<file path="src/sv/prm_pkg.sv">
`timescale 1ns / 1ps
// ----------------------------------------------------------------------------
// prm_pkg
// Shared types and constants of the peak and RMS level meter.
// ----------------------------------------------------------------------------
package prm_pkg;

   localparam int StoreDepth         = 8;
   localparam int DefaultMaxChannels = 8;
   localparam int QueueDepth         = 2;

   localparam logic [22:0] ClampLimit = 23'd4194304;

   localparam logic CmdAccumulate = 1'b0;
   localparam logic CmdConsume    = 1'b1;

   typedef struct packed {
      logic        consume;
      logic [2:0]  channel;
      logic [22:0] mag;
      logic [45:0] square;
      logic [3:0]  count;
   } queue_entry_type;

endpackage

</file>
<file path="src/sv/prm_front.sv">
`timescale 1ns / 1ps
// ----------------------------------------------------------------------------
// prm_front
// Accepts request transfers, filters and clamps samples, squares them and
// tracks the number of channels seen.
// ----------------------------------------------------------------------------
module prm_front
   import prm_pkg::*;
#(
   parameter int MAX_CHANNELS = DefaultMaxChannels
) (
   input  logic            clock,
   input  logic            reset,
   input  logic            req_valid,
   output logic            req_stall,
   input  logic            req_command,
   input  logic [2:0]      req_channel,
   input  logic [23:0]     req_sample,
   input  logic            req_sample_finite,
   input  logic            csr_write_enable,
   input  logic            csr_write_data,
   input  logic            queue_full,
   output logic            push,
   output queue_entry_type push_entry
);

   localparam int ChanLimit = (MAX_CHANNELS < StoreDepth) ? MAX_CHANNELS : StoreDepth;

   logic        capture_ff, capture_in;
   logic [3:0]  seen_ff, seen_in;
   logic        accept, in_range, acc_ok;
   logic [3:0]  ch_plus;
   logic [23:0] clamped;
   logic [22:0] mag;

   assign req_stall = queue_full;
   assign accept    = req_valid && !req_stall;
   assign in_range  = {1'b0, req_channel} < 4'(ChanLimit);
   assign acc_ok    = accept && req_command == CmdAccumulate && capture_ff && in_range;
   assign ch_plus   = {1'b0, req_channel} + 4'd1;

   always_comb begin
      capture_in = capture_ff;
      if (csr_write_enable) begin
         capture_in = csr_write_data;
      end
      seen_in = seen_ff;
      if (acc_ok && seen_ff < ch_plus) begin
         seen_in = ch_plus;
      end
      if ($signed(req_sample) > $signed({1'b0, ClampLimit})) begin
         clamped = {1'b0, ClampLimit};
      end else if ($signed(req_sample) < -$signed({1'b0, ClampLimit})) begin
         clamped = {1'b0, ClampLimit};
      end else if (req_sample[23]) begin
         clamped = -req_sample;
      end else begin
         clamped = req_sample;
      end
   end

   assign mag  = clamped[22:0];
   assign push = (acc_ok && req_sample_finite) || (accept && req_command == CmdConsume);

   always_comb begin
      push_entry.consume = req_command == CmdConsume;
      push_entry.channel = req_channel;
      push_entry.mag     = mag;
      push_entry.square  = 46'(mag) * 46'(mag);
      push_entry.count   = seen_ff;
   end

   always_ff @(posedge clock) begin
      if (reset) begin
         capture_ff <= 1'b0;
         seen_ff    <= 4'd0;
      end else begin
         capture_ff <= capture_in;
         seen_ff    <= seen_in;
      end
   end

endmodule

</file>
<file path="src/sv/prm_queue.sv">
`timescale 1ns / 1ps
// ----------------------------------------------------------------------------
// prm_queue
// Short queue of classified operations between the front and back parts.
// ----------------------------------------------------------------------------
module prm_queue
   import prm_pkg::*;
(
   input  logic            clock,
   input  logic            reset,
   input  logic            push,
   input  queue_entry_type push_entry,
   output logic            full,
   input  logic            pop,
   output logic            not_empty,
   output queue_entry_type head
);

   localparam int PtrW = $clog2(QueueDepth);

   queue_entry_type        mem_ff [QueueDepth];
   logic [PtrW-1:0]        wr_ff, wr_in, rd_ff, rd_in;
   logic [PtrW:0]          count_ff, count_in;

   assign full      = count_ff == (PtrW + 1)'(QueueDepth);
   assign not_empty = count_ff != '0;
   assign head      = mem_ff[rd_ff];

   always_comb begin
      wr_in    = push ? wr_ff + 1'b1 : wr_ff;
      rd_in    = pop ? rd_ff + 1'b1 : rd_ff;
      count_in = count_ff + (PtrW + 1)'(push) - (PtrW + 1)'(pop);
   end

   always_ff @(posedge clock) begin
      if (push) begin
         mem_ff[wr_ff] <= push_entry;
      end
      if (reset) begin
         wr_ff    <= '0;
         rd_ff    <= '0;
         count_ff <= '0;
      end else begin
         wr_ff    <= wr_in;
         rd_ff    <= rd_in;
         count_ff <= count_in;
      end
   end

endmodule

</file>
<file path="src/sv/prm_back.sv">
`timescale 1ns / 1ps
// ----------------------------------------------------------------------------
// prm_back
// Holds the per-channel accumulators, applies queued operations and produces
// the frame results through a shared divider and square-root sequencer.
// ----------------------------------------------------------------------------
module prm_back
   import prm_pkg::*;
#(
   parameter int MAX_CHANNELS = DefaultMaxChannels
) (
   input  logic            clock,
   input  logic            reset,
   input  logic            q_valid,
   input  queue_entry_type q_head,
   output logic            pop,
   output logic            rsp_valid,
   input  logic            rsp_stall,
   output logic [2:0]      rsp_out_channel,
   output logic [22:0]     rsp_peak_level,
   output logic [22:0]     rsp_rms_level,
   output logic            rsp_channel_has_samples,
   output logic            rsp_frame_has_samples,
   output logic            rsp_last
);

   localparam int ChanLimit = (MAX_CHANNELS < StoreDepth) ? MAX_CHANNELS : StoreDepth;
   localparam int IdxW      = (ChanLimit > 1) ? $clog2(ChanLimit) : 1;

   localparam logic [2:0] StIdle = 3'd0;
   localparam logic [2:0] StLoad = 3'd1;
   localparam logic [2:0] StDiv  = 3'd2;
   localparam logic [2:0] StSqrt = 3'd3;
   localparam logic [2:0] StEmit = 3'd4;

   logic [22:0] peak_ff  [ChanLimit];
   logic [63:0] sum_ff   [ChanLimit];
   logic [31:0] cnt_ff   [ChanLimit];

   logic [2:0]  state_ff, state_in;
   logic [2:0]  c_ff, c_in;
   logic [3:0]  n_ff, n_in;
   logic        any_ff, any_in;
   logic        has_ff, has_in;
   logic [31:0] div_ff, div_in;
   logic [63:0] dq_ff, dq_in;
   logic [32:0] rem_ff, rem_in;
   logic [34:0] srem_ff, srem_in;
   logic [31:0] root_ff, root_in;
   logic [5:0]  step_ff, step_in;

   logic        acc_we, clr_we, out_free, out_load, is_last;
   logic [IdxW-1:0] acc_idx, c_idx;
   logic [64:0] sum_add;
   logic [32:0] rem_sh;
   logic [34:0] srem_sh, trial;
   logic [22:0] rms_val;

   logic        rsp_valid_ff;
   logic [2:0]  out_ch_ff;
   logic [22:0] out_peak_ff, out_rms_ff;
   logic        out_has_ff, out_frame_ff, out_last_ff;

   assign acc_idx  = q_head.channel[IdxW-1:0];
   assign c_idx    = c_ff[IdxW-1:0];
   assign sum_add  = {1'b0, sum_ff[acc_idx]} + 65'(q_head.square);
   assign out_free = !rsp_valid_ff || !rsp_stall;
   assign is_last  = ({1'b0, c_ff} + 4'd1) == n_ff;
   assign rem_sh   = {rem_ff[31:0], dq_ff[63]};
   assign srem_sh  = {srem_ff[32:0], dq_ff[63:62]};
   assign trial    = {1'b0, root_ff, 2'b01};
   assign rms_val  = (root_ff > 32'(ClampLimit)) ? ClampLimit : root_ff[22:0];

   always_comb begin
      state_in = state_ff;
      c_in     = c_ff;
      n_in     = n_ff;
      any_in   = any_ff;
      has_in   = has_ff;
      div_in   = div_ff;
      dq_in    = dq_ff;
      rem_in   = rem_ff;
      srem_in  = srem_ff;
      root_in  = root_ff;
      step_in  = step_ff;
      pop      = 1'b0;
      acc_we   = 1'b0;
      clr_we   = 1'b0;
      out_load = 1'b0;
      unique case (state_ff)
         StIdle: begin
            if (q_valid) begin
               pop = 1'b1;
               if (!q_head.consume) begin
                  acc_we = 1'b1;
               end else if (q_head.count != 4'd0) begin
                  c_in     = 3'd0;
                  n_in     = q_head.count;
                  any_in   = 1'b0;
                  state_in = StLoad;
               end
            end
         end
         StLoad: begin
            div_in  = cnt_ff[c_idx];
            dq_in   = sum_ff[c_idx];
            rem_in  = '0;
            srem_in = '0;
            root_in = '0;
            step_in = '0;
            has_in  = cnt_ff[c_idx] != 32'd0;
            any_in  = any_ff || (cnt_ff[c_idx] != 32'd0);
            state_in = (cnt_ff[c_idx] != 32'd0) ? StDiv : StEmit;
         end
         StDiv: begin
            if (rem_sh >= {1'b0, div_ff}) begin
               rem_in = rem_sh - {1'b0, div_ff};
               dq_in  = {dq_ff[62:0], 1'b1};
            end else begin
               rem_in = rem_sh;
               dq_in  = {dq_ff[62:0], 1'b0};
            end
            step_in = step_ff + 6'd1;
            if (step_ff == 6'd63) begin
               step_in  = '0;
               state_in = StSqrt;
            end
         end
         StSqrt: begin
            dq_in = {dq_ff[61:0], 2'b00};
            if (srem_sh >= trial) begin
               srem_in = srem_sh - trial;
               root_in = {root_ff[30:0], 1'b1};
            end else begin
               srem_in = srem_sh;
               root_in = {root_ff[30:0], 1'b0};
            end
            step_in = step_ff + 6'd1;
            if (step_ff == 6'd31) begin
               state_in = StEmit;
            end
         end
         StEmit: begin
            if (out_free) begin
               out_load = 1'b1;
               clr_we   = 1'b1;
               if (is_last) begin
                  state_in = StIdle;
               end else begin
                  c_in     = c_ff + 3'd1;
                  state_in = StLoad;
               end
            end
         end
         default: begin
            state_in = StIdle;
         end
      endcase
   end

   always_ff @(posedge clock) begin
      if (reset) begin
         for (int i = 0; i < ChanLimit; i++) begin
            peak_ff[i] <= '0;
            sum_ff[i]  <= '0;
            cnt_ff[i]  <= '0;
         end
      end else if (acc_we) begin
         if (q_head.mag > peak_ff[acc_idx]) begin
            peak_ff[acc_idx] <= q_head.mag;
         end
         sum_ff[acc_idx] <= sum_add[64] ? '1 : sum_add[63:0];
         if (cnt_ff[acc_idx] != '1) begin
            cnt_ff[acc_idx] <= cnt_ff[acc_idx] + 32'd1;
         end
      end else if (clr_we) begin
         peak_ff[c_idx] <= '0;
         sum_ff[c_idx]  <= '0;
         cnt_ff[c_idx]  <= '0;
      end
   end

   always_ff @(posedge clock) begin
      c_ff    <= c_in;
      n_ff    <= n_in;
      any_ff  <= any_in;
      has_ff  <= has_in;
      div_ff  <= div_in;
      dq_ff   <= dq_in;
      rem_ff  <= rem_in;
      srem_ff <= srem_in;
      root_ff <= root_in;
      step_ff <= step_in;
      if (out_load) begin
         out_ch_ff    <= c_ff;
         out_peak_ff  <= peak_ff[c_idx];
         out_rms_ff   <= rms_val;
         out_has_ff   <= has_ff;
         out_frame_ff <= is_last && any_ff;
         out_last_ff  <= is_last;
      end
      if (reset) begin
         state_ff     <= StIdle;
         rsp_valid_ff <= 1'b0;
      end else begin
         state_ff <= state_in;
         if (out_load) begin
            rsp_valid_ff <= 1'b1;
         end else if (!rsp_stall) begin
            rsp_valid_ff <= 1'b0;
         end
      end
   end

   assign rsp_valid               = rsp_valid_ff;
   assign rsp_out_channel         = out_ch_ff;
   assign rsp_peak_level          = out_peak_ff;
   assign rsp_rms_level           = out_rms_ff;
   assign rsp_channel_has_samples = out_has_ff;
   assign rsp_frame_has_samples   = out_frame_ff;
   assign rsp_last                = out_last_ff;

endmodule

</file>
<file path="src/sv/peak_rms_meter.sv">
`timescale 1ns / 1ps
// ----------------------------------------------------------------------------
// peak_rms_meter
// Per-channel audio peak and RMS level meter.
//
// A request transfer either accumulates one sample for a channel or consumes
// the frame. Samples are clamped and squared on entry and pass through a
// two-entry queue to the accumulator part. An accumulate transfer can be
// taken every cycle while the queue is not full; the accumulator part, while
// idle, retires one per cycle, so the queue only fills while a consume is
// in progress. A consume produces one response transfer for each channel
// from 0 up to the highest channel seen, channel 0 first, the final one
// flagged by last. Each channel with samples passes through a load, a
// 64-step divider, a 32-step square root and the output load; one without
// samples skips the divider and root. Responses sit in an output register;
// while the receiver stalls, the sequencer waits and the request side keeps
// filling the queue. Reset clears the capture enable, the seen-channel count
// and all accumulators at once; no clearing pass is needed.
// ----------------------------------------------------------------------------
module peak_rms_meter
   import prm_pkg::*;
#(
   parameter int MAX_CHANNELS = DefaultMaxChannels
) (
   input  logic        clock,
   input  logic        reset,
   input  logic        req_valid,
   output logic        req_stall,
   input  logic        req_command,
   input  logic [2:0]  req_channel,
   input  logic [23:0] req_sample,
   input  logic        req_sample_finite,
   output logic        rsp_valid,
   input  logic        rsp_stall,
   output logic [2:0]  rsp_out_channel,
   output logic [22:0] rsp_peak_level,
   output logic [22:0] rsp_rms_level,
   output logic        rsp_channel_has_samples,
   output logic        rsp_frame_has_samples,
   output logic        rsp_last,
   input  logic        csr_write_enable,
   input  logic        csr_write_data
);

   logic            push, pop, q_full, q_valid;
   queue_entry_type push_entry, q_head;

   prm_front #(.MAX_CHANNELS(MAX_CHANNELS)) u_front (
      .clock             (clock),
      .reset             (reset),
      .req_valid         (req_valid),
      .req_stall         (req_stall),
      .req_command       (req_command),
      .req_channel       (req_channel),
      .req_sample        (req_sample),
      .req_sample_finite (req_sample_finite),
      .csr_write_enable  (csr_write_enable),
      .csr_write_data    (csr_write_data),
      .queue_full        (q_full),
      .push              (push),
      .push_entry        (push_entry)
   );

   prm_queue u_queue (
      .clock      (clock),
      .reset      (reset),
      .push       (push),
      .push_entry (push_entry),
      .full       (q_full),
      .pop        (pop),
      .not_empty  (q_valid),
      .head       (q_head)
   );

   prm_back #(.MAX_CHANNELS(MAX_CHANNELS)) u_back (
      .clock                   (clock),
      .reset                   (reset),
      .q_valid                 (q_valid),
      .q_head                  (q_head),
      .pop                     (pop),
      .rsp_valid               (rsp_valid),
      .rsp_stall               (rsp_stall),
      .rsp_out_channel         (rsp_out_channel),
      .rsp_peak_level          (rsp_peak_level),
      .rsp_rms_level           (rsp_rms_level),
      .rsp_channel_has_samples (rsp_channel_has_samples),
      .rsp_frame_has_samples   (rsp_frame_has_samples),
      .rsp_last                (rsp_last)
   );

endmodule

</file>
<file path="config.mk">
export PLATFORM = sky130hd
export DESIGN_NAME = peak_rms_meter
export DESIGN_NICKNAME = d
export VERILOG_FILES = /design/src/sv/prm_pkg.sv /design/src/sv/prm_front.sv /design/src/sv/prm_queue.sv /design/src/sv/prm_back.sv /design/src/sv/peak_rms_meter.sv
export SDC_FILE = /design/constraint.sdc
export NUM_CORES = 2
export LEC_CHECK = 0
export BUFFER_PORTS_ARGS = -buffer_cell sky130_fd_sc_hd__buf_2
export CAP_MARGIN = 10
export CORE_ASPECT_RATIO = 1.75
export CORE_UTILIZATION = 59
export DETAILED_ROUTE_END_ITERATION = 10
export HOLD_SLACK_MARGIN = 0.1
export PLACE_DENSITY = 0.82
export SLEW_MARGIN = 10
export SYNTH_ARGS = -nofsm -noshare
export SYNTH_HDL_FRONTEND = slang
export SYNTH_HIERARCHICAL = 1
export SYNTH_SLANG_ARGS = --single-unit
</file>
<file path="constraint.sdc">
create_clock -name clock -period 12.7 [get_ports clock]
set_input_delay 3.81 -clock clock [delete_from_list [all_inputs] [get_ports clock]]
set_output_delay 3.81 -clock clock [all_outputs]
set_load 0.05 [all_outputs]
</file>
# After elaboration in Yosys (flattened, before gate mapping)
# Memory sizes are Yosys's and may differ from the RTL's. A register that Yosys moved wholly into a read port is not among the register bits.
# Cells that the tools add are included.
dict set report totals {
  reg_bits 250
  ramBits 1106
  input_bits 35
  n_memories 4
}
dict set report classes {
  n_addsub 13
  n_mul 1
  n_lt_le_gt_ge 7
  n_eq_ne 17
  n_mux 83
  bitwise 1
  n_reduce_logical 32
}
# memory depth width read_ports rd_clocked_by_memory_dff wr line_no
set mem_list {}
lappend mem_list {u_back.sum_ff 8 64 2 1 8 prm_back.sv:37} ;# logic [63:0] sum_ff [ChanLimit];
lappend mem_list {u_back.cnt_ff 8 32 2 1 8 prm_back.sv:38} ;# logic [31:0] cnt_ff [ChanLimit];
lappend mem_list {u_back.peak_ff 8 23 2 1 8 prm_back.sv:36} ;# logic [22:0] peak_ff [ChanLimit];
lappend mem_list {u_queue.mem_ff 2 77 1 1 1 prm_queue.sv:21} ;# queue_entry_type mem_ff [QueueDepth];
# op count
set ops {}
lappend ops {{2-to-1 mux 64 bit} 3}
lappend ops {{one-hot mux 64 bit (3 select lines)} 1}
lappend ops {{one-hot mux 32 bit (2 select lines)} 2}
lappend ops {{OR reduction 64 bit} 2}
lappend ops {{2-to-1 mux 23 bit} 5}
lappend ops {{2-to-1 mux 32 bit} 3}
lappend ops {{one-hot mux 33 bit (2 select lines)} 1}
lappend ops {{adder 64 x 46 -> 65 bit} 1}
lappend ops {{OR reduction 32 bit} 2}
lappend ops {{2-to-1 mux 3 bit} 20}
lappend ops {{multiplier 23 x 23 -> 46 bit} 1}
lappend ops {{OR reduction 23 bit} 2}
lappend ops {{2-to-1 mux 1 bit} 42}
lappend ops {{>= comparator 35 x 34 -> 1 bit} 1}
lappend ops {{>= comparator 33 x 32 -> 1 bit} 1}
lappend ops {{2-to-1 mux 33 bit} 1}
lappend ops {{subtractor 33 bit} 1}
lappend ops {{adder 32 x 1 -> 32 bit (second input constant)} 1}
lappend ops {{greater-than comparator 32 x 23 -> 1 bit (second input constant)} 1}
lappend ops {{!= test 32 bit (second input constant)} 1}
lappend ops {{nonzero test 32 bit} 1}
lappend ops {{subtractor 32 bit} 1}
lappend ops {{greater-than comparator 24 bit (second input constant)} 1}
lappend ops {{< comparator 24 x 23 -> 1 bit (second input constant)} 1}
lappend ops {{33 further kinds} 58}

# Longest topological paths before layout
dict set report depth {
  depth_word 10
  depth_mapped 36
  mapped_depth_nobuf 36
}

# Modules after synthesis
# The synthesis kept the hierarchy.
# module n_inst cells_per_inst area_each_um2
set modules_own_cells {}
lappend modules_own_cells {prm_back 1 5278 67742.5}
lappend modules_own_cells {prm_front 1 1813 15783.9}
lappend modules_own_cells {prm_queue 1 261 5910.7}

# Least setup slack after synthesis
# Ideal clock, no wire load.
dict set report synth_timing {
  kind {input to register}
  startpoint {in req_sample[0]}
  endpoint {mem u_queue/mem_ff[0][46] (netlist name) (data pin)}
  setup_time_ps 264
  t_arrival_ps 12111
  required_ps 12436
  path_slack_ps 326
  path_stages 34
  path_cell_list {inv_1 -> ha_1 -> or4b_1 -> or4_4 -> nand2b_4 -> nor3b_4 -> or3_1 -> a21boi_4 -> nand2_1 -> inv_1 -> buf_2 -> nand2_1 -> fa_1 -> fa_1 -> inv_1 -> fa_1 -> fa_1 -> inv_1 -> fa_1 -> inv_1 -> fa_1 -> inv_1 -> fa_1 -> inv_1 -> ha_1 -> nand2_1 -> nor3_1 -> o2111ai_1 -> and4_1 -> o31ai_1 -> a31oi_1 -> o21ai_0 -> o21ai_0 -> xnor2_1}
}
# item line_no
set synth_lines {}
lappend synth_lines {{start: declaration} peak_rms_meter.sv:31} ;# input logic [23:0] req_sample,
lappend synth_lines {{end: declaration} prm_queue.sv:21}

==> out/qor.log <==
qor: detailed_routing.total_iterations_of_the_first_detailed_routing_run 8
qor: power.pwr-share-seq 25.3%
qor: synth.syn_area 0.0894 sq mm
qor: finish.fin_area 0.0972 sq mm
qor: synth.yosysSeqAreaShare 46.2%
qor: floorplan.fp-row-count 188
qor: synth.yosys.cell_count.top_type sky130_fd_sc_hd__edfxtp_1
qor: critical_path.critical_path_required 13.21 ns
qor: sta.slew_viol_final 0
qor: critical_path.setup_crit_end_kind flop
qor: sta.maxSlewHeadroom 7.71%
qor: synth.netlist_top_cells_count sky130_fd_sc_hd__edfxtp_1, sky130_fd_sc_hd__nor2_1, sky130_fd_sc_hd__inv_1
qor: critical_path.critical_path_arrival 12.72 ns
qor: detailed_routing.topRoutingLayerUsed met5
qor: floorplan.pin_count 89
qor: power.total_leakage_power 38.5 nW
qor: floorplan.design.die.area 0.153 sq mm
qor: hold_path.min-delay-path-class reg2reg
qor: detailed_routing.totalWireLength 260000 um
qor: sta.max_clock_freq 0.0819 GHz
qor: power.share_clk_of_total_power 13.8%
qor: synth.postSynth.asyncResetShare 0%
qor: critical_path.crit_slowest_cell sky130_fd_sc_hd__fa_1
qor: floorplan.core_area 0.150 sq mm
qor: critical_path.worst_setup_path_start_kind primary input
qor: finish.area_added_between_synthesis_and_finish 8.70%
qor: clocking.cts_hold_buf 0
qor: detailed_routing.initialDrtViolationCount 7313
qor: detailed_routing.route.detailed.drc 0
qor: clocking.cts_num_sinks 1383
qor: clocking.h_tree_levels 3
qor: synth.synth_area_leader_cell sky130_fd_sc_hd__edfxtp_1
qor: synth.yosys_register_bits 1383
qor: clocking.numCtsBuffers 114
qor: critical_path.worstPathMaxFanout 11
qor: power.vdd_ir_drop_max 0.438 mV
qor: critical_path.cp_common_cell sky130_fd_sc_hd__fa_1
qor: detailed_routing.drt.antenna.violating_nets 0
qor: critical_path.worst-setup-path-type in2reg
qor: placed_design.post-dp-hpwl 172000 um
qor: global_routing.initial_antenna_violation_count 3
qor: status.run_status completed
qor: synth.synth.avg_cell_area 12.2 sq um
qor: finish.number_of_nets_in_the_layout 8205
qor: global_routing.grt_max_degree 139
qor: detailed_routing.detailed_route_wire_length_per_cell 27.2 um
qor: placed_design.io_buffer_count 88
qor: clocking.cts_root_buf sky130_fd_sc_hd__clkbuf_16
qor: synth.post-synth-top-area-fraction 45.9%
qor: detailed_routing.met3RoutedLength 24400 um
qor: synth.postSynth.topFlopCell sky130_fd_sc_hd__edfxtp_1
qor: sta.fin_crit 12.21 ns
qor: critical_path.worst_path_dominant_cell_family adder cells
qor: detailed_routing.wl_met2 131000 um
qor: placed_design.routabilityCongestion 1.01
qor: detailed_routing.detailroute.via_count 63.5k
qor: global_routing.grtUsageTotal 34.3%
qor: synth.synthesis.instances 7352
qor: finish.drive_gt1_share 17.2%
qor: global_routing.number_of_global_route_vias_before_repair 66.9k
qor: global_routing.grt_remaining_overflow 0
qor: detailed_routing.vias_per_cell 6.64
qor: clocking.clkSlewWorstSetupHoldPaths 0.07 ns
qor: clocking.number_of_buffers_on_the_longest_clock_path 3
qor: global_routing.grt_first_pass_wirelength 390000 um
qor: power.power_switching_share 43.9%
qor: clocking.clock_insertion_delay_worst_skew 0.80 ns
qor: sta.finClkSkew 0.0848 ns
qor: power.power.density 280 mW/mm^2
qor: clocking.tritoncts yes
qor: floorplan.die_h 517 um
qor: sta.grt_setup_unrepaired no
qor: sta.slew_at_the_pin_closest_to_its_max_slew_limit 1.38 ns
qor: synth.synth-edff-count 1366
qor: sta.finalSetupViolations 0
qor: power.switching_component_of_the_power 11.9 mW
qor: sta.hold_violations 0
qor: power.total_power 27.2 mW
qor: run.cap_viol_max_count 0
qor: floorplan.initial_utilization 59.6%
qor: critical_path.biggest_cell_delay_along_the_critical_path 0.60 ns
qor: floorplan.die_width 296 um
qor: synth.synth.lib_cells_used.distinct 103
qor: detailed_routing.met1_length 80200 um
qor: synth.ys_top_cells_by_area sky130_fd_sc_hd__edfxtp_1, sky130_fd_sc_hd__mux4_2, sky130_fd_sc_hd__fa_1
qor: sta.portion_of_the_clock_cycle_consumed_by_the_worst_path_in_the_final_layout 96.2%
qor: power.combinational_share_of_power 60.9%
qor: critical_path.crit_buf_inv 8
qor: power.internal-power 15.3 mW
qor: placed_design.placement.cell_area 0.0932 sq mm
qor: synth.number_of_synthesis_warnings 6
## flip-flops by register name (all words and copies together), names as in the netlist, 2 cells and up, named ones only
name,count
u_back/n_ff,4
u_back/c_ff,3
u_back/sum_ff,512
u_back/rsp_rms_level,23
u_back/cnt_ff,256
u_back/peak_ff,184
u_back/rem_ff,32
u_back/root_ff,32
u_back/state_ff,3
u_back/div_ff,32
u_back/rsp_peak_level,23
u_back/dq_ff,64
u_queue/count_ff,2
u_queue/mem_ff,154
u_back/srem_ff,33
u_back/rsp_out_channel,3
u_front/seen_ff,4
u_back/step_ff,6
## placed cells by master (no fill, tap or decap), types with 31 or more instances in the layout
cell type,instances
sky130_fd_sc_hd__a211oi_1,87
sky130_fd_sc_hd__a21o_1,80
sky130_fd_sc_hd__a21oi_1,306
sky130_fd_sc_hd__and2_1,79
sky130_fd_sc_hd__and3_1,119
sky130_fd_sc_hd__buf_2,88
sky130_fd_sc_hd__buf_4,289
sky130_fd_sc_hd__clkbuf_16,114
sky130_fd_sc_hd__clkinv_1,33
sky130_fd_sc_hd__edfxtp_1,1366
sky130_fd_sc_hd__fa_1,387
sky130_fd_sc_hd__ha_1,312
sky130_fd_sc_hd__inv_1,672
sky130_fd_sc_hd__mux2_2,103
sky130_fd_sc_hd__mux2_4,31
sky130_fd_sc_hd__mux2i_1,160
sky130_fd_sc_hd__mux4_2,460
sky130_fd_sc_hd__nand2_1,527
sky130_fd_sc_hd__nand3_1,99
sky130_fd_sc_hd__nand4_1,39
sky130_fd_sc_hd__nor2_1,1151
sky130_fd_sc_hd__nor2b_1,44
sky130_fd_sc_hd__nor3_1,54
sky130_fd_sc_hd__o21ai_0,138
sky130_fd_sc_hd__or3_1,31
sky130_fd_sc_hd__xnor2_1,138
sky130_fd_sc_hd__xor2_1,66
## worst reg2reg max path: cells and delay by family, from the launching register on
| family | cells | cell delay, ns |
|---|---|---|
| AOI/OAI and AO/OA | 8 | 3.59 |
| adders and majority gates | 1 | 0.39 |
| buffers and inverters | 1 | 0.98 |
| DFF | 1 | 0.73 |
| muxes | 2 | 1.37 |
| and+or+nand+nor | 3 | 0.35 |
## cell families (layout without fill, tap and decap cells)
group	count (synthesis)	count (layout)	share of synthesized area [%]
adders and majority gates	699	699	13.0
other	2	18	0.00840
AOI/OAI and AO/OA	896	896	6.43
muxes	773	773	15.7
buffers and inverters	1086	1288	5.08
and+or+nand+nor	2307	2307	11.5
DFF	1383	1383	46.2
xor gates and xnor gates	206	206	2.05
## routing by layer
| metal | vias up | track usage, % |
|---|---|---|
| met3 | 1353 | 5.71 |
| li1 | 26600 | - |
| met2 | 4386 | 59.6 |
| met4 | 2 | 27.7 |
| met1 | 31100 | 36.5 |
| met5 | - | 0 |
## per-stage QoR
stage,hold slack (ns),util (%),cells,setup TNS (ns),worst slack [ns]
after floorplan,0.400,-,7367,0,0.326
after global placement,0.415,62.1,9349,-1.18,-0.149
after detailed placement,0.446,62.1,9349,-3.72,-0.323
after CTS,0.457,64.8,9563,0,0.460
after global routing,0.457,64.8,9565,0,0.0877
final,0.451,64.8,9565,0,0.487
## cell type report
cell class                      instances  area, sq um
Clock inverter                         83         1030
Fill cell                           10900        52900
Sequential cell                      1383        41400
Inverter                              687         2580
Timing Repair Buffer                  387         2820
Clock buffer                          131         2920
Antenna cell                            1         2.50
Tap cell                             1995         2500
Multi-Input combinational cell       4898        44000
## worst paths after layout
kind                       from                             end  slack [ns]  cells past startpoint
hold reg to reg   u_back/has_ff  u_back/rsp_channel_has_samples        0.45                      0
setup / recovery  req_sample[0]           u_queue/mem_ff[1][46]        0.49                     34
hold / removal    u_back/has_ff  u_back/rsp_channel_has_samples        0.45                      0
setup reg to reg           flop            u_back/sum_ff[6][63]        4.94                     15
## power groups by stage
stage          combinational [mW]  clock, mW  sequential (mW)
6_report                     16.6       3.74             6.89
5_1_grt                      18.0       3.92             6.95
4_1_cts                      16.4       3.77             6.88
3_5_place_dp                 16.2          0             6.97
3_3_place_gp                 15.8          0             6.91
2_1_floorplan                11.0          0             6.75
## timing repair
action,in CTS,in global routing
setup endpoints to repair,0,2
resized for setup,0,1
endpoints found under the hold margin,0,0
setup buffers,0,0
Note: power is estimated with default switching activity, not from simulation.
